**src/hw/rtl/mic_pkg.sv**
```systemverilog
// Shared types, codes and sizing constants for the multiset intersection counter.
package mic_pkg;

	localparam int TABLE_ENTRIES_DEF = 64;
	localparam int KEY_W = 32;
	localparam int CNT_W = 16;
	localparam int ENTRY_W = KEY_W + CNT_W;
	localparam logic [CNT_W-1:0] COUNT_MAX = '1;

	localparam logic [1:0] OP_CLEAR = 2'd0;
	localparam logic [1:0] OP_LOAD = 2'd1;
	localparam logic [1:0] OP_PROBE = 2'd2;

	localparam logic [1:0] ST_NONE = 2'd0;
	localparam logic [1:0] ST_MATCH = 2'd1;
	localparam logic [1:0] ST_FULL = 2'd2;

	typedef struct packed {
		logic [1:0] opcode;
		logic signed [KEY_W-1:0] value;
	} in_item_t;

	typedef struct packed {
		logic [1:0] status;
		logic signed [KEY_W-1:0] matched_value;
	} out_item_t;

	typedef struct packed {
		logic take;
		logic scan;
		logic clear;
		logic upd_inc;
		logic upd_dec;
		logic alloc;
		logic set_match;
		logic set_full;
		logic publish;
	} dp_cmd_t;

	typedef struct packed {
		logic [1:0] op;
		logic fill_zero;
		logic table_full;
		logic hit;
		logic last;
		logic count_max;
		logic count_zero;
		logic out_free;
	} dp_status_t;

endpackage

```
**src/hw/rtl/mic_ram.sv**
```systemverilog
// Generic single-write, single-read RAM with a registered read port.
module mic_ram #(
	parameter int WIDTH = 8,
	parameter int DEPTH = 2
) (
	input logic clk,
	input logic we,
	input logic [$clog2(DEPTH)-1:0] waddr,
	input logic [WIDTH-1:0] wdata,
	input logic re,
	input logic [$clog2(DEPTH)-1:0] raddr,
	output logic [WIDTH-1:0] rdata
);

	logic [WIDTH-1:0] mem [DEPTH];

	always_ff @(posedge clk) begin
		if (we) begin
			mem[waddr] <= wdata;
		end
		if (re) begin
			rdata <= mem[raddr];
		end
	end

endmodule

```
**src/hw/rtl/mic_datapath.sv**
```systemverilog
// Datapath: entry memory, fill count, key scan pipeline and result register.
module mic_datapath import mic_pkg::*; #(
	parameter int TABLE_ENTRIES = TABLE_ENTRIES_DEF
) (
	input logic clk,
	input logic arst_n,
	input in_item_t item,
	input dp_cmd_t cmd,
	output dp_status_t sts,
	input logic result_ready,
	output logic result_valid,
	output out_item_t result
);

	localparam int IDX_W = $clog2(TABLE_ENTRIES);
	localparam int FILL_W = $clog2(TABLE_ENTRIES + 1);

	in_item_t item_q;
	logic [FILL_W-1:0] fill_q;
	logic [FILL_W-1:0] addr_q;
	logic [IDX_W-1:0] idx_s1;
	logic rd_valid_s1;
	logic [IDX_W-1:0] hit_idx_q;
	logic [CNT_W-1:0] hit_cnt_q;
	logic [1:0] res_status_q;
	logic out_valid_q;
	out_item_t out_q;

	logic issue;
	logic match;
	logic we;
	logic [IDX_W-1:0] waddr;
	logic [ENTRY_W-1:0] wdata;
	logic [ENTRY_W-1:0] rdata;

	assign issue = cmd.scan && (addr_q < fill_q);
	assign match = rd_valid_s1 && (rdata[ENTRY_W-1:CNT_W] == item_q.value);

	always_comb begin
		we = cmd.upd_inc || cmd.upd_dec || cmd.alloc;
		waddr = hit_idx_q;
		wdata = {item_q.value, hit_cnt_q + CNT_W'(1)};
		if (cmd.upd_dec) begin
			wdata = {item_q.value, hit_cnt_q - CNT_W'(1)};
		end
		if (cmd.alloc) begin
			waddr = fill_q[IDX_W-1:0];
			wdata = {item_q.value, CNT_W'(1)};
		end
	end

	mic_ram #(
		.WIDTH(ENTRY_W),
		.DEPTH(TABLE_ENTRIES)
	) u_entries (
		.clk(clk),
		.we(we),
		.waddr(waddr),
		.wdata(wdata),
		.re(issue),
		.raddr(addr_q[IDX_W-1:0]),
		.rdata(rdata)
	);

	always_ff @(posedge clk or negedge arst_n) begin
		if (!arst_n) begin
			fill_q <= '0;
			addr_q <= '0;
			rd_valid_s1 <= 1'b0;
			res_status_q <= ST_NONE;
			out_valid_q <= 1'b0;
		end else begin
			rd_valid_s1 <= issue;
			if (cmd.take) begin
				addr_q <= '0;
				res_status_q <= ST_NONE;
			end else if (issue) begin
				addr_q <= addr_q + FILL_W'(1);
			end
			if (cmd.clear) begin
				fill_q <= '0;
			end else if (cmd.alloc) begin
				fill_q <= fill_q + FILL_W'(1);
			end
			if (cmd.set_match) begin
				res_status_q <= ST_MATCH;
			end else if (cmd.set_full) begin
				res_status_q <= ST_FULL;
			end
			if (cmd.publish) begin
				out_valid_q <= 1'b1;
			end else if (result_ready) begin
				out_valid_q <= 1'b0;
			end
		end
	end

	always_ff @(posedge clk) begin
		if (cmd.take) begin
			item_q <= item;
		end
		if (issue) begin
			idx_s1 <= addr_q[IDX_W-1:0];
		end
		if (match) begin
			hit_idx_q <= idx_s1;
			hit_cnt_q <= rdata[CNT_W-1:0];
		end
		if (cmd.publish) begin
			out_q.status <= res_status_q;
			out_q.matched_value <= (res_status_q == ST_MATCH) ? item_q.value : '0;
		end
	end

	always_comb begin
		sts.op = item_q.opcode;
		sts.fill_zero = (fill_q == '0);
		sts.table_full = (fill_q == FILL_W'(TABLE_ENTRIES));
		sts.hit = match;
		sts.last = rd_valid_s1 && ((FILL_W'(idx_s1) + FILL_W'(1)) == fill_q);
		sts.count_max = (hit_cnt_q == COUNT_MAX);
		sts.count_zero = (hit_cnt_q == '0);
		sts.out_free = !out_valid_q || result_ready;
	end

	assign result_valid = out_valid_q;
	assign result = out_q;

endmodule

```
**src/hw/rtl/mic_ctrl.sv**
```systemverilog
// Controller: sequences clear, scan, update and result hand-off for each item.
module mic_ctrl import mic_pkg::*; (
	input logic clk,
	input logic arst_n,
	input logic item_valid,
	output logic item_ready,
	input dp_status_t sts,
	output dp_cmd_t cmd
);

	typedef enum logic [5:0] {
		S_IDLE = 6'b000001,
		S_DISPATCH = 6'b000010,
		S_SCAN = 6'b000100,
		S_HIT = 6'b001000,
		S_MISS = 6'b010000,
		S_FINISH = 6'b100000
	} state_t;

	state_t state_q;
	state_t state_d;

	assign item_ready = (state_q == S_IDLE);

	always_comb begin
		state_d = state_q;
		cmd = '0;
		unique case (state_q)
			S_IDLE: begin
				if (item_valid) begin
					cmd.take = 1'b1;
					state_d = S_DISPATCH;
				end
			end
			S_DISPATCH: begin
				if (sts.op == OP_CLEAR) begin
					cmd.clear = 1'b1;
					state_d = S_FINISH;
				end else if (sts.op == OP_LOAD || sts.op == OP_PROBE) begin
					if (sts.fill_zero) begin
						state_d = S_MISS;
					end else begin
						cmd.scan = 1'b1;
						state_d = S_SCAN;
					end
				end else begin
					state_d = S_FINISH;
				end
			end
			S_SCAN: begin
				cmd.scan = 1'b1;
				if (sts.hit) begin
					state_d = S_HIT;
				end else if (sts.last) begin
					state_d = S_MISS;
				end
			end
			S_HIT: begin
				if (sts.op == OP_LOAD) begin
					cmd.upd_inc = !sts.count_max;
				end else begin
					cmd.upd_dec = !sts.count_zero;
					cmd.set_match = !sts.count_zero;
				end
				state_d = S_FINISH;
			end
			S_MISS: begin
				if (sts.op == OP_LOAD) begin
					cmd.alloc = !sts.table_full;
					cmd.set_full = sts.table_full;
				end
				state_d = S_FINISH;
			end
			S_FINISH: begin
				if (sts.out_free) begin
					cmd.publish = 1'b1;
					state_d = S_IDLE;
				end
			end
			default: begin
				state_d = S_IDLE;
			end
		endcase
	end

	always_ff @(posedge clk or negedge arst_n) begin
		if (!arst_n) begin
			state_q <= S_IDLE;
		end else begin
			state_q <= state_d;
		end
	end

endmodule

```
**src/hw/rtl/multiset_intersection_counter_unit.sv**
```systemverilog
// Top level of the multiset intersection counter: controller plus datapath.
// Each item yields exactly one result item. Keys and counts sit in one memory with a
// single registered read port, and a lookup walks the stored keys in order, one entry
// per cycle, up to the number of keys stored so far (fill). A clear or an unused opcode
// goes from dispatch straight to finish; a load or probe scans until its key is found
// or the last stored entry is read (no scan if the table is empty), then takes a hit or
// miss step before finish. A new item is accepted while the previous result still
// waits in the output register. Valid entries always form a prefix of the memory, so a
// fill count marks them and neither reset nor clear sweeps the memory.
module multiset_intersection_counter_unit import mic_pkg::*; #(
	parameter int TABLE_ENTRIES = TABLE_ENTRIES_DEF
) (
	input logic clk,
	input logic arst_n,
	input logic item_valid,
	output logic item_ready,
	input in_item_t item,
	output logic result_valid,
	input logic result_ready,
	output out_item_t result
);

	dp_cmd_t cmd;
	dp_status_t sts;

	mic_ctrl u_ctrl (
		.clk(clk),
		.arst_n(arst_n),
		.item_valid(item_valid),
		.item_ready(item_ready),
		.sts(sts),
		.cmd(cmd)
	);

	mic_datapath #(
		.TABLE_ENTRIES(TABLE_ENTRIES)
	) u_datapath (
		.clk(clk),
		.arst_n(arst_n),
		.item(item),
		.cmd(cmd),
		.sts(sts),
		.result_ready(result_ready),
		.result_valid(result_valid),
		.result(result)
	);

endmodule

```
**config.mk**
```make
export PLATFORM = sky130hd
export DESIGN_NAME = multiset_intersection_counter_unit
export DESIGN_NICKNAME = d
export VERILOG_FILES = /design/src/hw/rtl/mic_pkg.sv /design/src/hw/rtl/mic_ram.sv /design/src/hw/rtl/mic_datapath.sv /design/src/hw/rtl/mic_ctrl.sv /design/src/hw/rtl/multiset_intersection_counter_unit.sv
export SDC_FILE = /design/constraint.sdc
export NUM_CORES = 2
export LEC_CHECK = 0
export BUFFER_PORTS_ARGS = -buffer_cell sky130_fd_sc_hd__buf_2
export CORE_UTILIZATION = 37
export DETAILED_ROUTE_END_ITERATION = 7
export SYNTH_ARGS = -nofsm -noshare
export SYNTH_HDL_FRONTEND = slang
export SYNTH_SLANG_ARGS = --single-unit
```
**constraint.sdc**
```tcl
create_clock -name clk -period 5.85 [get_ports clk]
set_clock_uncertainty 0.2 [all_clocks]
set_input_delay 1.17 -clock clk [delete_from_list [all_inputs] [get_ports clk]]
set_output_delay 1.17 -clock clk [all_outputs]
set_load 0.1 [all_outputs]
```
==> qor.csv <==
metric,value,unit
cts_resized,0,
grt_pass1_vias,57300,
p_leak,42.6,nW
finalSetupViolCount,0,
final.setup.tns,0,ns
syn_to_final_growth,15.0,%
synth_cell_type_count,66,
hold_ws,0.105,ns
fin_util,0.429,
synth_area_leaders,"edfxtp_1 78%, mux4_2 17%, a22oi_1 0.60%, clkbuf_1 0.52%, dfrtp_1 0.47%",
portBuffers,73,
clkLatencyLatePin,0.90,ns
clk_pin_slew,0.06,ns
power,48.7,mW
worst_pin_slew,1.22,ns
postPlaceCellArea,0.132,mm^2
finalNonFillerCells,10100,
maxCapViolations,0,
drt-wirelength-per-cell,31.3,um
htree_levels,5,
drive_gt1_frac,0.320,
drt-pass1-iter-count,5,
max_freq,0.192,GHz
yosysMostFrequentCell,edfxtp_1,
die_area,0.336,mm^2
reg2reg_slack,0.64,ns
overflow,0,
synth_edf_count,3216,
die_x,580,um
dp_worst_setup_slack,0.796,ns
clock-root-buffer,clkbuf_16,
status,"complete, no violations",
design_area,0.142,mm^2
ys_ff_latch,3240,
die_h,580,um
core,0.331,mm^2
slew_violations,0,
grt_first_pass_wirelength,446000,um
grt_antenna_before_repair,25,
endpoint_kind,flop,
yosysTopAreaCell,edfxtp_1,
yosys.area.top_type_share,0.781,
start_kind,flop,
drt_wl_total,315000,um
arrival,5.55,ns
vias,57200,
avgSynthCellArea,24.4,um^2
drc_errors,0,
post-cts-setup-buffers,0,
finalHoldViolations,0,
grt_max_degree,82,
synthCells,5072,
postRouteAntennaNets,0,
min_path_type,input pin to async pin,
hpwl,183000,um
cp_max_fo,12,
ir_worst_vdd,0.228,mV
initial_utilization,0.373,
dp_cells,9501,
fin_nets,5536,
ys.flop_type,edfxtp_1,
required,6.19,ns
synth_async_sr_flop_share,0.00741,
r2r_cells,7,
rsz0062_at_grt,no,
clk_path_buf_depth,4,
p_switching,10.5,mW
fin_crit_sh,0.891,
clockPowerShare,0.420,
synth_top_cells_by_count,"3216 x edfxtp_1, 960 x mux4_2, 171 x clkbuf_1",
cts_made_buffers,334,
synth.net_count,5137,
slew_headroom,0.189,
synth.yosys.seq_area_share,0.786,
p_int,38.2,mW
routabilityCongestion,0.815,
swShare,0.215,
syn_area,0.124,mm^2
cts_tree,yes,
layout_min_cycle_time,5.21,ns
setup_slack,0.636,ns
gr-usage-all-layers,0.185,
pin_count,74,
ys_warn_count,0,
post_drt_via_cell_ratio,5.67,
seqPwrFrac,0.542,
drt_iter0_markers,7734,
rows,211,
cts-hold-fix-buffers,0,
power_density,343,mW/mm^2
cts_sinks,3240,
n_fill_cell,27700,
criticalPathCategory,flop to flop,
combPwrFrac,0.038,
-- final cells by class --
cell class              count  area (um^2)  area share
diodes                      2         5.00   0.0000352
clock buffers             420         8790      0.0618
clock inverters           166         1570      0.0110
inverters                  26          106    0.000748
multi-input cells        1547        26000       0.183
flip-flops and latches   3240        97200       0.684
well taps                4366         5460      0.0384
repair buffers            322         3060      0.0215
-- power by group through the flow --
stage	registers [mW]	logic (mW)	clock network [mW]
after floorplan	27.4	0.349	0
after detailed placement	26.9	1.88	0
after CTS	26.4	1.88	20.8
final	26.4	1.87	20.4
after global placement	26.9	1.80	0
after global routing	26.4	1.96	21.6
-- worst max-delay path, stage by stage (launching register included) --
cell     delay (ns)
dfrtp_1        0.43
nor4_1         0.62
nand4_1        0.60
a211o_1        0.47
a22oi_1        0.65
nand2_1        0.67
nor2_4         0.88
buf_4          0.36
-- cells by family after synthesis --
kind of cell	after synthesis	synth area share
AOI/OAI and AO/OA	187	0.0108
DFF	3240	0.786
adders and majority gates	27	0.00279
and+or+nand+nor	316	0.0124
xor gates and xnor gates	54	0.00383
muxes	963	0.175
buffers and inverters	285	0.00898
-- flip-flops by register name (all words and copies together), names as in the netlist --
| name | flops |
|---|---|
| u_datapath.item_q | 32 |
| u_datapath.sts | 2 |
| u_datapath.u_entries.rdata | 48 |
| u_datapath.u_entries.mem | 3072 |
| u_ctrl.state_q | 6 |
| u_datapath.rd_valid_s1 | 1 |
| u_datapath.idx_s1 | 6 |
| u_datapath.result | 34 |
| u_datapath.hit_cnt_q | 16 |
| u_datapath.hit_idx_q | 6 |
| u_datapath.addr_q | 7 |
| u_datapath.res_status_q | 2 |
| u_datapath.result_valid | 1 |
| u_datapath.fill_q | 7 |
-- cell usage in the layout, fill, tap and decap left out, types with 24 or more instances in the layout --
cell type / instances
clkbuf_1: 81
buf_12: 66
mux4_2: 960
clkinv_1: 67
bufinv_16: 24
clkinv_2: 50
ha_1: 26
and2_1: 34
nor2_1: 30
nor2_4: 71
xnor2_1: 43
clkbuf_16: 339
nand2_1: 81
edfxtp_1: 3216
buf_4: 183
a22oi_1: 99
buf_2: 73
-- final timing paths --
kind	start	end
max in group asynchronous	arst_n	u_datapath.addr_q[3]
min	arst_n	u_datapath.addr_q[4]
max	u_ctrl.state_q[2]	u_datapath.u_entries.mem[25][0]
min in group clk	u_datapath.u_entries.rdata[15]	u_datapath.hit_cnt_q[15]
max reg2reg	u_ctrl.state_q[2]	u_datapath.u_entries.mem[25][0]
min reg2reg	u_datapath.u_entries.rdata[15]	u_datapath.hit_cnt_q[15]
-- layer usage --
layer / track usage / up-vias / routed length, um
met5: 0 / - / 10
met4: 0.0413 / 2 / 7160
met3: 0.0314 / 371 / 26000
met2: 0.286 / 2612 / 147000
met1: 0.276 / 31400 / 135000
li1: - / 22700 / -
(Power assumes the default switching activity.)
